### config.mk
export PLATFORM = sky130hd
export DESIGN_NAME = sha256_hash_engine_core
export DESIGN_NICKNAME = d
export VERILOG_FILES = /design/src/hw/rtl/sha_pkg.sv /design/src/hw/rtl/sha_round_unit.sv /design/src/hw/rtl/sha256_hash_engine_core.sv
export SDC_FILE = /design/constraint.sdc
export NUM_CORES = 2
export LEC_CHECK = 0
export BUFFER_PORTS_ARGS = -buffer_cell sky130_fd_sc_hd__buf_2
export CAP_MARGIN = 25
export CORE_MARGIN = 2
export CORE_UTILIZATION = 45
export DETAILED_ROUTE_END_ITERATION = 6
export PLACE_DENSITY_LB_ADDON = 0.2
export SETUP_SLACK_MARGIN = 0.5
export SYNTH_ARGS = -nofsm -noshare
export SYNTH_HDL_FRONTEND = slang
export SYNTH_HIERARCHICAL = 1
export SYNTH_SLANG_ARGS = --single-unit
export TNS_END_PERCENT = 1
### constraint.sdc
create_clock -name clk -period 18.6 [get_ports clk]
set_input_delay 3.72 -clock clk [delete_from_list [all_inputs] [get_ports clk]]
set_output_delay 3.72 -clock clk [all_outputs]
set_load 0.05 [all_outputs]
### src/hw/rtl/sha_pkg.sv
// Package for the SHA-256 hash engine: initial hash values, round constants
// and the round helper functions. No dependencies.
package sha_pkg;

  localparam int BlockBytes = 64;
  localparam int LengthLane = 56;
  localparam int NumRounds = 64;
  localparam int NumDigestWords = 8;

  localparam logic [7:0] PadByte = 8'h80;

  localparam logic [31:0] InitHash [NumDigestWords] = '{
    32'h6a09e667, 32'hbb67ae85, 32'h3c6ef372, 32'ha54ff53a,
    32'h510e527f, 32'h9b05688c, 32'h1f83d9ab, 32'h5be0cd19
  };

  localparam logic [31:0] RoundK [NumRounds] = '{
    32'h428a2f98, 32'h71374491, 32'hb5c0fbcf, 32'he9b5dba5,
    32'h3956c25b, 32'h59f111f1, 32'h923f82a4, 32'hab1c5ed5,
    32'hd807aa98, 32'h12835b01, 32'h243185be, 32'h550c7dc3,
    32'h72be5d74, 32'h80deb1fe, 32'h9bdc06a7, 32'hc19bf174,
    32'he49b69c1, 32'hefbe4786, 32'h0fc19dc6, 32'h240ca1cc,
    32'h2de92c6f, 32'h4a7484aa, 32'h5cb0a9dc, 32'h76f988da,
    32'h983e5152, 32'ha831c66d, 32'hb00327c8, 32'hbf597fc7,
    32'hc6e00bf3, 32'hd5a79147, 32'h06ca6351, 32'h14292967,
    32'h27b70a85, 32'h2e1b2138, 32'h4d2c6dfc, 32'h53380d13,
    32'h650a7354, 32'h766a0abb, 32'h81c2c92e, 32'h92722c85,
    32'ha2bfe8a1, 32'ha81a664b, 32'hc24b8b70, 32'hc76c51a3,
    32'hd192e819, 32'hd6990624, 32'hf40e3585, 32'h106aa070,
    32'h19a4c116, 32'h1e376c08, 32'h2748774c, 32'h34b0bcb5,
    32'h391c0cb3, 32'h4ed8aa4a, 32'h5b9cca4f, 32'h682e6ff3,
    32'h748f82ee, 32'h78a5636f, 32'h84c87814, 32'h8cc70208,
    32'h90befffa, 32'ha4506ceb, 32'hbef9a3f7, 32'hc67178f2
  };

  function automatic logic [31:0] rotr(input logic [31:0] v, input int s);
    rotr = (v >> s) | (v << (32 - s));
  endfunction

  function automatic logic [31:0] big_sigma0(input logic [31:0] v);
    big_sigma0 = rotr(v, 2) ^ rotr(v, 13) ^ rotr(v, 22);
  endfunction

  function automatic logic [31:0] big_sigma1(input logic [31:0] v);
    big_sigma1 = rotr(v, 6) ^ rotr(v, 11) ^ rotr(v, 25);
  endfunction

  function automatic logic [31:0] small_sigma0(input logic [31:0] v);
    small_sigma0 = rotr(v, 7) ^ rotr(v, 18) ^ (v >> 3);
  endfunction

  function automatic logic [31:0] small_sigma1(input logic [31:0] v);
    small_sigma1 = rotr(v, 17) ^ rotr(v, 19) ^ (v >> 10);
  endfunction

endpackage

### src/hw/rtl/sha_round_unit.sv
// One SHA-256 round: schedule word and working-variable update.
// Depends on sha_pkg.
module sha_round_unit (
  input  logic [31:0] work_in [8],
  input  logic [31:0] w2,
  input  logic [31:0] w7,
  input  logic [31:0] w15,
  input  logic [31:0] w16,
  input  logic        use_direct,
  input  logic [31:0] k_word,
  output logic [31:0] wr,
  output logic [31:0] work_out [8]
);
  import sha_pkg::*;

  logic [31:0] t1;
  logic [31:0] t2;

  // Schedule word: direct block word in the first 16 rounds.
  assign wr = use_direct ? w16 : (small_sigma1(w2) + w7 + small_sigma0(w15) + w16);

  assign t1 = work_in[7] + big_sigma1(work_in[4])
            + ((work_in[4] & work_in[5]) ^ (~work_in[4] & work_in[6])) + k_word + wr;
  assign t2 = big_sigma0(work_in[0])
            + ((work_in[0] & work_in[1]) ^ (work_in[0] & work_in[2])
               ^ (work_in[1] & work_in[2]));

  // Shift the working variables down by one.
  always_comb begin
    work_out[0] = t1 + t2;
    work_out[1] = work_in[0];
    work_out[2] = work_in[1];
    work_out[3] = work_in[2];
    work_out[4] = work_in[3] + t1;
    work_out[5] = work_in[4];
    work_out[6] = work_in[5];
    work_out[7] = work_in[6];
  end

endmodule

### src/hw/rtl/sha256_hash_engine_core.sv
// SHA-256 hash engine: byte stream in, eight digest words out.
// A byte that fills a block goes through accept, load, 64 rounds of the shared round
// unit, and add. A final item adds padding at one byte per cycle and one or two
// compressions, then 8 output words.
// Throughput: one item at a time. Reset: rst, synchronous, restores initial hash.
// Depends on sha_pkg and sha_round_unit.
module sha256_hash_engine_core (
  input  logic        clk,
  input  logic        rst,
  input  logic        s_tvalid,
  output logic        s_tready,
  input  logic [7:0]  s_tdata,   // data_byte[7:0]
  input  logic [1:0]  s_tuser,   // has_byte[0], is_final[1]
  output logic        m_tvalid,
  input  logic        m_tready,
  output logic [31:0] m_tdata,   // digest_word[31:0]
  output logic [2:0]  m_tuser,   // word_index[2:0]
  output logic        m_tlast    // last_word
);
  import sha_pkg::*;

  typedef enum logic [2:0] {
    ST_IDLE, ST_PAD, ST_LOAD, ST_ROUND, ST_ADD, ST_OUT
  } state_t;

  state_t      state;
  logic [31:0] hash_words [8];
  logic [31:0] working_words [8];
  logic [31:0] schedule_window [16];
  logic [63:0] message_bit_count;
  logic [5:0]  block_byte_position;
  logic [5:0]  round;
  logic        finishing;
  logic        length_phase;
  logic [2:0]  out_index;
  // Marker pending: the 0x80 byte still has to open the padding.
  logic        marker_due;

  logic [31:0] wr;
  logic [31:0] work_next [8];
  logic [7:0]  pad_byte;
  logic [3:0]  rd;

  assign rd = round[3:0];

  sha_round_unit u_round (
    .work_in   (working_words),
    .w2        (schedule_window[4'(rd - 4'd2)]),
    .w7        (schedule_window[4'(rd - 4'd7)]),
    .w15       (schedule_window[4'(rd - 4'd15)]),
    .w16       (schedule_window[rd]),
    .use_direct(round < 6'd16),
    .k_word    (RoundK[round]),
    .wr        (wr),
    .work_out  (work_next)
  );

  // Padding byte after the 0x80 marker: zeros, then the length big-endian.
  always_comb begin
    if (!length_phase) begin
      pad_byte = 8'h00;
    end else begin
      pad_byte = message_bit_count[8*(7 - 32'(block_byte_position[2:0])) +: 8];
    end
  end

  assign s_tready = (state == ST_IDLE);
  assign m_tvalid = (state == ST_OUT);
  assign m_tdata  = hash_words[out_index];
  assign m_tuser  = out_index;
  assign m_tlast  = (out_index == 3'd7);

  // Sequencer, byte packing and compression.
  always_ff @(posedge clk) begin
    if (rst) begin
      state <= ST_IDLE;
      hash_words <= InitHash;
      message_bit_count <= '0;
      block_byte_position <= '0;
      finishing <= 1'b0;
      length_phase <= 1'b0;
      marker_due <= 1'b0;
      out_index <= '0;
      round <= '0;
    end else begin
      unique case (state)
        ST_IDLE: begin
          if (s_tvalid) begin
            if (s_tuser[0]) begin
              schedule_window[block_byte_position[5:2]]
                [8*(3 - 32'(block_byte_position[1:0])) +: 8] <= s_tdata;
              message_bit_count <= message_bit_count + 64'd8;
              block_byte_position <= block_byte_position + 6'd1;
            end
            finishing <= s_tuser[1];
            marker_due <= s_tuser[1];
            length_phase <= 1'b0;
            if (s_tuser[0] && block_byte_position == 6'd63) begin
              state <= ST_LOAD;
            end else if (s_tuser[1]) begin
              state <= ST_PAD;
            end
          end
        end
        ST_PAD: begin
          // The first pad byte is the 0x80 marker.
          schedule_window[block_byte_position[5:2]]
            [8*(3 - 32'(block_byte_position[1:0])) +: 8] <=
            marker_due ? PadByte : pad_byte;
          marker_due <= 1'b0;
          block_byte_position <= block_byte_position + 6'd1;
          if (block_byte_position == 6'(LengthLane - 1)) length_phase <= 1'b1;
          if (block_byte_position == 6'd63) state <= ST_LOAD;
        end
        ST_LOAD: begin
          working_words <= hash_words;
          round <= '0;
          state <= ST_ROUND;
        end
        ST_ROUND: begin
          working_words <= work_next;
          if (round >= 6'd16) schedule_window[rd] <= wr;
          round <= round + 6'd1;
          if (round == 6'(NumRounds - 1)) state <= ST_ADD;
        end
        ST_ADD: begin
          for (int i = 0; i < NumDigestWords; i++) begin
            hash_words[i] <= hash_words[i] + working_words[i];
          end
          if (!finishing) begin
            state <= ST_IDLE;
          end else if (length_phase) begin
            out_index <= '0;
            state <= ST_OUT;
          end else begin
            state <= ST_PAD;
          end
        end
        ST_OUT: begin
          if (m_tready) begin
            out_index <= out_index + 3'd1;
            if (out_index == 3'd7) begin
              hash_words <= InitHash;
              message_bit_count <= '0;
              block_byte_position <= '0;
              finishing <= 1'b0;
              length_phase <= 1'b0;
              marker_due <= 1'b0;
              state <= ST_IDLE;
            end
          end
        end
        default: state <= ST_IDLE;
      endcase
    end
  end

`ifndef SYNTH
  // Output is only presented after a full run of rounds.
  a_out_after_add: assert property (@(posedge clk) disable iff (rst)
    $rose(m_tvalid) |-> $past(state) == ST_ADD) else $error("output without add");
  // No input is taken while digest words are pending.
  a_no_accept_out: assert property (@(posedge clk) disable iff (rst)
    m_tvalid |-> !s_tready) else $error("ready while outputting");
  // The word index holds while a word stalls.
  a_index_hold: assert property (@(posedge clk) disable iff (rst)
    m_tvalid && !m_tready |=> m_tvalid && $stable(out_index)) else $error("index moved");
`endif

endmodule

# == Yosys cells after proc, flatten, opt, wreduce, memory -nomap -nowiden ==
# Memory sizes are Yosys's and may differ from the RTL's. A register that Yosys moved wholly into a read port is not among the register bits.
# Index checks and enable logic that the tools add are counted.
# classes
bitwise,62
reduce_logical,16
shift,4
add_sub_neg,28
n_eq_ne,19
mux,94
magnitude_cmp,4
# ops
op,count
$pmux W256 S2,2
$add A32 B32 Y32,18
$mux W256,2
$mux W32,9
$xor A32 B32 Y32,9
$mux W64,4
$and A32 B32 Y32,5
$pmux W64 S2,1
$bmux W32 S3,1
$shiftx A8 B34 Y32,2
$add A64 B4 Y64 const B,1
$shiftx A64 B33 Y8,1
$mux W1,47
$mux W3,12
$neg A32 Y34,1
$shift A8 B34 Y32 const A,1
$not A32 Y32,1
$or A1 B1 Y1,32
$or A10 B32 Y32,1
$or A13 B32 Y32,1
$or A14 B32 Y32,1
$or A15 B32 Y32,1
$or A19 B32 Y32,1
$or A21 B32 Y32,1
other kinds (46),72
# word_totals
ramBits,512
in_bits,14
memories,2
output_inout_bits,38
mem_bits_ro,2048
ff_bits,597
elab_cells,253
# mem_list
name,words,width,rd,rd_clocked_by_memory_dff,write_ports,line_no,text
(name not given),64,32,1,0,0,sha256_hash_engine_core.sv:53,".k_word (RoundK[round]),"
schedule_window,16,32,4,1,1,sha256_hash_engine_core.sv:29,logic [31:0] schedule_window [16];

# == Logic depth before layout (Yosys ltp) ==
# An unclocked memory read counts as a cell.
# logic_depth
depth_word,12
ltp_mapped,56
ltp_nobuf,51

# == Modules after synthesis ==
# Netlist, hierarchy kept.
# by_module_without_submodules
mod,seq_area_each_um2,instances,area_each_um2,cells_per_inst
sha256_hash_engine_core,29908.7,1,68698.4,6120
sha_round_unit,0.0,1,15079.5,1824

# == Least setup slack after synthesis ==
# No wires, ideal clock.
# synth_path
path_kind,input to register
startpoint,input port rst
endpoint,"register working_words[0] in the netlist's numbering, enable pin"
path_slack_ps,2775
setup_time_ps,877
cell_stages,4
arrival_time_ps,14948
t_required_ps,17723
path_buffers,3
path_cell_list,clkbuf_1 clkbuf_1 clkbuf_1 nor2_1
# synth_between
elab_chain_cells,2
# synth_lines
item,line_no,text
start: declaration,sha256_hash_engine_core.sv:9,"input logic rst,"
$not A1 Y1 (no source line),--,
$reduce_and A2 Y1 (no source line),--,
end signal: assignment,sha256_hash_engine_core.sv:116,working_words <= hash_words;
end signal: assignment,sha256_hash_engine_core.sv:121,working_words <= work_next;
end: declaration,sha256_hash_engine_core.sv:28,logic [31:0] working_words [8];
# Every way passes these cells.
# A chain may end at the register's enable or synchronous reset.

==> run_summary.xml <==
<?xml version="1.0" encoding="UTF-8"?>
<metrics>
  <group name="finish">
    <metric name="layout.cells.non_filler" unit="">10300</metric>
    <metric name="mostFrequentLayoutCells" unit="">sky130_fd_sc_hd__nand2_1 (1155), sky130_fd_sc_hd__edfxtp_1 (768), sky130_fd_sc_hd__mux4_2 (593)</metric>
    <metric name="fin_nets" unit="">8347</metric>
    <metric name="filler_cell_count" unit="">16700</metric>
    <metric name="syn_to_final_growth" unit="%">8.24</metric>
    <metric name="sequential_cell_area" unit="um2">29900</metric>
    <metric name="multi_input_comb_area" unit="um2">49600</metric>
    <metric name="mostFrequentLayoutCell" unit="">sky130_fd_sc_hd__nand2_1</metric>
    <metric name="post_route_cells_drive_above_1_share" unit="">0.155</metric>
    <metric name="final_util" unit="">0.490</metric>
  </group>
  <group name="synthesis">
    <metric name="synth-edff-count" unit="">768</metric>
    <metric name="synth.net_count" unit="">8551</metric>
    <metric name="syn-cell-area" unit="um2">83800</metric>
    <metric name="synth.yosys.seq_area_share" unit="">0.357</metric>
    <metric name="ys_warn_count" unit="">6</metric>
    <metric name="synthesis.instances" unit="">7944</metric>
    <metric name="ys_seq_elements" unit="">1110</metric>
    <metric name="yosys_most_used_dff" unit="">sky130_fd_sc_hd__edfxtp_1</metric>
    <metric name="synth-async-reset-ratio" unit="">0</metric>
    <metric name="synthDistinctLibCells" unit="">108</metric>
    <metric name="synth_area_per_cell" unit="um2">10.5</metric>
  </group>
  <group name="floorplanning">
    <metric name="io-pin-count" unit="">52</metric>
    <metric name="fp-row-count" unit="">158</metric>
    <metric name="floorplan.die.height" unit="um">435</metric>
    <metric name="initial_utilization" unit="">0.452</metric>
    <metric name="core_area" unit="um2">185000</metric>
    <metric name="die_w" unit="um">435</metric>
    <metric name="fp.dieArea" unit="um2">190000</metric>
  </group>
  <group name="cts">
    <metric name="tritoncts_clock_tree" unit="">yes</metric>
    <metric name="clock-sinks" unit="">1110</metric>
    <metric name="post_cts.repair.setup_buffers" unit="">0</metric>
    <metric name="number_of_hold_repair_buffers_added_at_the_cts_stage" unit="">0</metric>
    <metric name="clkSlewWorstSetupHoldPaths" unit="ps">60</metric>
    <metric name="cts_resized" unit="">0</metric>
    <metric name="cts_root_buffer" unit="">sky130_fd_sc_hd__clkbuf_16</metric>
    <metric name="cts_buffers" unit="">137</metric>
    <metric name="insertion_delay" unit="ps">830</metric>
    <metric name="h-tree-depth" unit="">4</metric>
    <metric name="ctsLongestPathBuffers" unit="">3</metric>
  </group>
  <group name="sta">
    <metric name="grt_setup_unrepaired" unit="">false</metric>
    <metric name="worst_pin_slew" unit="ps">1180</metric>
    <metric name="finalHoldViolCount" unit="">0</metric>
    <metric name="final_critical_period" unit="ps">14580</metric>
    <metric name="timing.fmax" unit="MHz">68.6</metric>
    <metric name="final.setup_skew" unit="ps">35.4</metric>
    <metric name="finalSetupTns" unit="ps">0</metric>
    <metric name="remaining_max_slew_budget_at_the_tightest_pin" unit="">0.215</metric>
    <metric name="slew_violations" unit="">0</metric>
    <metric name="report.final.setup_viol" unit="">0</metric>
    <metric name="final.period_utilization" unit="">0.784</metric>
  </group>
  <group name="worst_setup_path">
    <metric name="crit_fanout" unit="">129</metric>
    <metric name="critical_path_arrival" unit="ps">15150</metric>
    <metric name="cp-end-kind" unit="">flop</metric>
    <metric name="critPathLaunchType" unit="">flop</metric>
    <metric name="cp_slowest_cell" unit="">sky130_fd_sc_hd__mux4_2</metric>
    <metric name="slowest_delay" unit="ps">620</metric>
    <metric name="crit_type" unit="">reg2reg</metric>
    <metric name="cpMostUsedCell" unit="">sky130_fd_sc_hd__fa_1</metric>
    <metric name="worstPathRequired" unit="ps">19170</metric>
  </group>
  <group name="global_route">
    <metric name="grt_start_max_net_pins" unit="">147</metric>
    <metric name="initial_antenna_violation_count" unit="">11</metric>
    <metric name="first_pass_grt_wire_length" unit="mm">426</metric>
    <metric name="number_of_global_route_vias_before_repair" unit="">64000</metric>
    <metric name="grt_overflow" unit="">0</metric>
    <metric name="grt_util_all_layers" unit="">0.301</metric>
  </group>
  <group name="drt">
    <metric name="remaining_drc_errors" unit="">2</metric>
    <metric name="wire_per_inst" unit="um">28.2</metric>
    <metric name="wl" unit="mm">291</metric>
    <metric name="route.detailed.vias_per_inst" unit="">6.28</metric>
    <metric name="num_vias" unit="">64900</metric>
    <metric name="detail_route.first_pass.iterations" unit="">7</metric>
    <metric name="antenna_left" unit="">0</metric>
    <metric name="detailed_route_iter0_violations" unit="">7289</metric>
  </group>
  <group name="pwr">
    <metric name="peakVddDrop" unit="uV">116</metric>
    <metric name="leakage" unit="nW">33.6</metric>
    <metric name="report.power.total" unit="mW">10.0</metric>
    <metric name="power_density_cells" unit="nW/um2">110</metric>
  </group>
  <group name="place">
    <metric name="gp_congestion" unit="">0.970</metric>
    <metric name="port-buffer-count" unit="">51</metric>
    <metric name="dp_cells" unit="">10100</metric>
    <metric name="post-dp-hpwl" unit="mm">212</metric>
  </group>
  <group name="min_path">
    <metric name="timing.hold.worst.class" unit="">reg2reg</metric>
  </group>
  <group name="run_status">
    <metric name="violations" unit="">design-rule violations</metric>
    <metric name="status" unit="">finished, violations left</metric>
  </group>
  <group name="run">
    <metric name="cap_viol_max_count" unit="">0</metric>
  </group>
</metrics>
[kinds of logic (layout without fill, tap and decap cells)]
family	Yosys count	in the layout	share of synthesized area
simple gates	2263	2263	0.119
compound gates	1681	1681	0.128
flops	1110	1110	0.357
buf+inv	978	887	0.0526
mux	686	686	0.172
xor+xnor	631	631	0.0662
fa+ha+maj	595	595	0.106
other cells	0	4	0
[per-layer routing]
layer | routed length, um | GRT usage
met5 | 39 | 0
met4 | 18700 | 0.171
met3 | 22000 | 0.0448
met2 | 137000 | 0.492
met1 | 114000 | 0.383
[registers in the layout, summed over array words and instances (netlist names), named ones only]
| signal | flops |
|---|---|
| finishing | 1 |
| state | 3 |
| working_words | 256 |
| length_phase | 1 |
| marker_due | 1 |
| block_byte_position | 6 |
| message_bit_count | 61 |
| schedule_window | 512 |
| m_tuser | 3 |
| hash_words | 256 |
| round | 6 |
[metrics by stage]
step / hold WS, ps / cell area (um2) / setup slack [ps]
final: 466 / 90700 / 4020
after global routing: 499 / 90700 / 3170
after CTS: 472 / 90600 / 4140
after detailed placement: 464 / 86000 / 4190
after global placement: 449 / 85500 / 4040
after floorplan: 455 / 83800 / 2770
[cells in the mapped netlist (55+ instances only)]
cell type                     n  area, um2
sky130_fd_sc_hd__nand2_1   1158       4350
sky130_fd_sc_hd__edfxtp_1   768      23100
sky130_fd_sc_hd__mux4_2     593      13400
sky130_fd_sc_hd__nor2_1     505       1900
sky130_fd_sc_hd__a21oi_1    472       2360
sky130_fd_sc_hd__xnor2_1    415       3630
sky130_fd_sc_hd__ha_1       398       4980
sky130_fd_sc_hd__inv_1      389       1460
sky130_fd_sc_hd__o21ai_0    346       1730
sky130_fd_sc_hd__dfxtp_1    342       6850
sky130_fd_sc_hd__clkbuf_1   321       1200
sky130_fd_sc_hd__a21o_1     233       1750
sky130_fd_sc_hd__xor2_1     214       1870
sky130_fd_sc_hd__fa_1       195       3900
sky130_fd_sc_hd__buf_4      192       1440
sky130_fd_sc_hd__nand2b_1   119        744
sky130_fd_sc_hd__nand3_1    115        576
sky130_fd_sc_hd__o22ai_1     90        563
sky130_fd_sc_hd__nor3_1      87        435
sky130_fd_sc_hd__o21a_1      72        541
sky130_fd_sc_hd__mux2_2      68        766
sky130_fd_sc_hd__a31oi_1     61        382
sky130_fd_sc_hd__buf_1       61        229
sky130_fd_sc_hd__a22oi_1     60        450
sky130_fd_sc_hd__o21bai_1    55        413
[worst max-delay path, delay by kind of cell, from the launching register on]
family / cells / cell delay [ps]
flops: 1 / 350
buf+inv: 8 / 2040
xor+xnor: 4 / 760
simple gates: 9 / 1660
fa+ha+maj: 11 / 4580
mux: 2 / 1050
compound gates: 13 / 3540
[power by group]
part	leakage (nW)	switching, mW	internal [mW]	total [mW]
registers	9.90	0.0485	2.72	2.77
clock network	2.22	1.18	1.60	2.77
logic	21.5	2.65	1.81	4.46
total	33.6	3.88	6.13	10.0
[cell type report]
type                            count  share of cell area
Timing Repair Buffer              240              0.0211
Tap cell                         2480              0.0342
Clock buffer                      182              0.0410
Inverter                          395              0.0164
Clock inverter                     70             0.00984
Antenna cell                        4            0.000110
Sequential cell                  1110               0.330
Multi-Input combinational cell   5856               0.547
[worst paths after layout]
path,slack (ps),depth (start not counted),startpoint,end
worst max-delay path,4020,47,round[0]$_SDFFE_PP0N_,working_words[254]$_DFFE_PP_
worst max register to register,4020,47,round[0]$_SDFFE_PP0N_,working_words[254]$_DFFE_PP_
worst min-delay path,470,2,m_tuser[2]$_SDFFE_PP0P_,m_tuser[2]$_SDFFE_PP0P_
worst min register to register,470,2,m_tuser[2]$_SDFFE_PP0P_,m_tuser[2]$_SDFFE_PP0P_
Power figures use the tool's default switching activity.
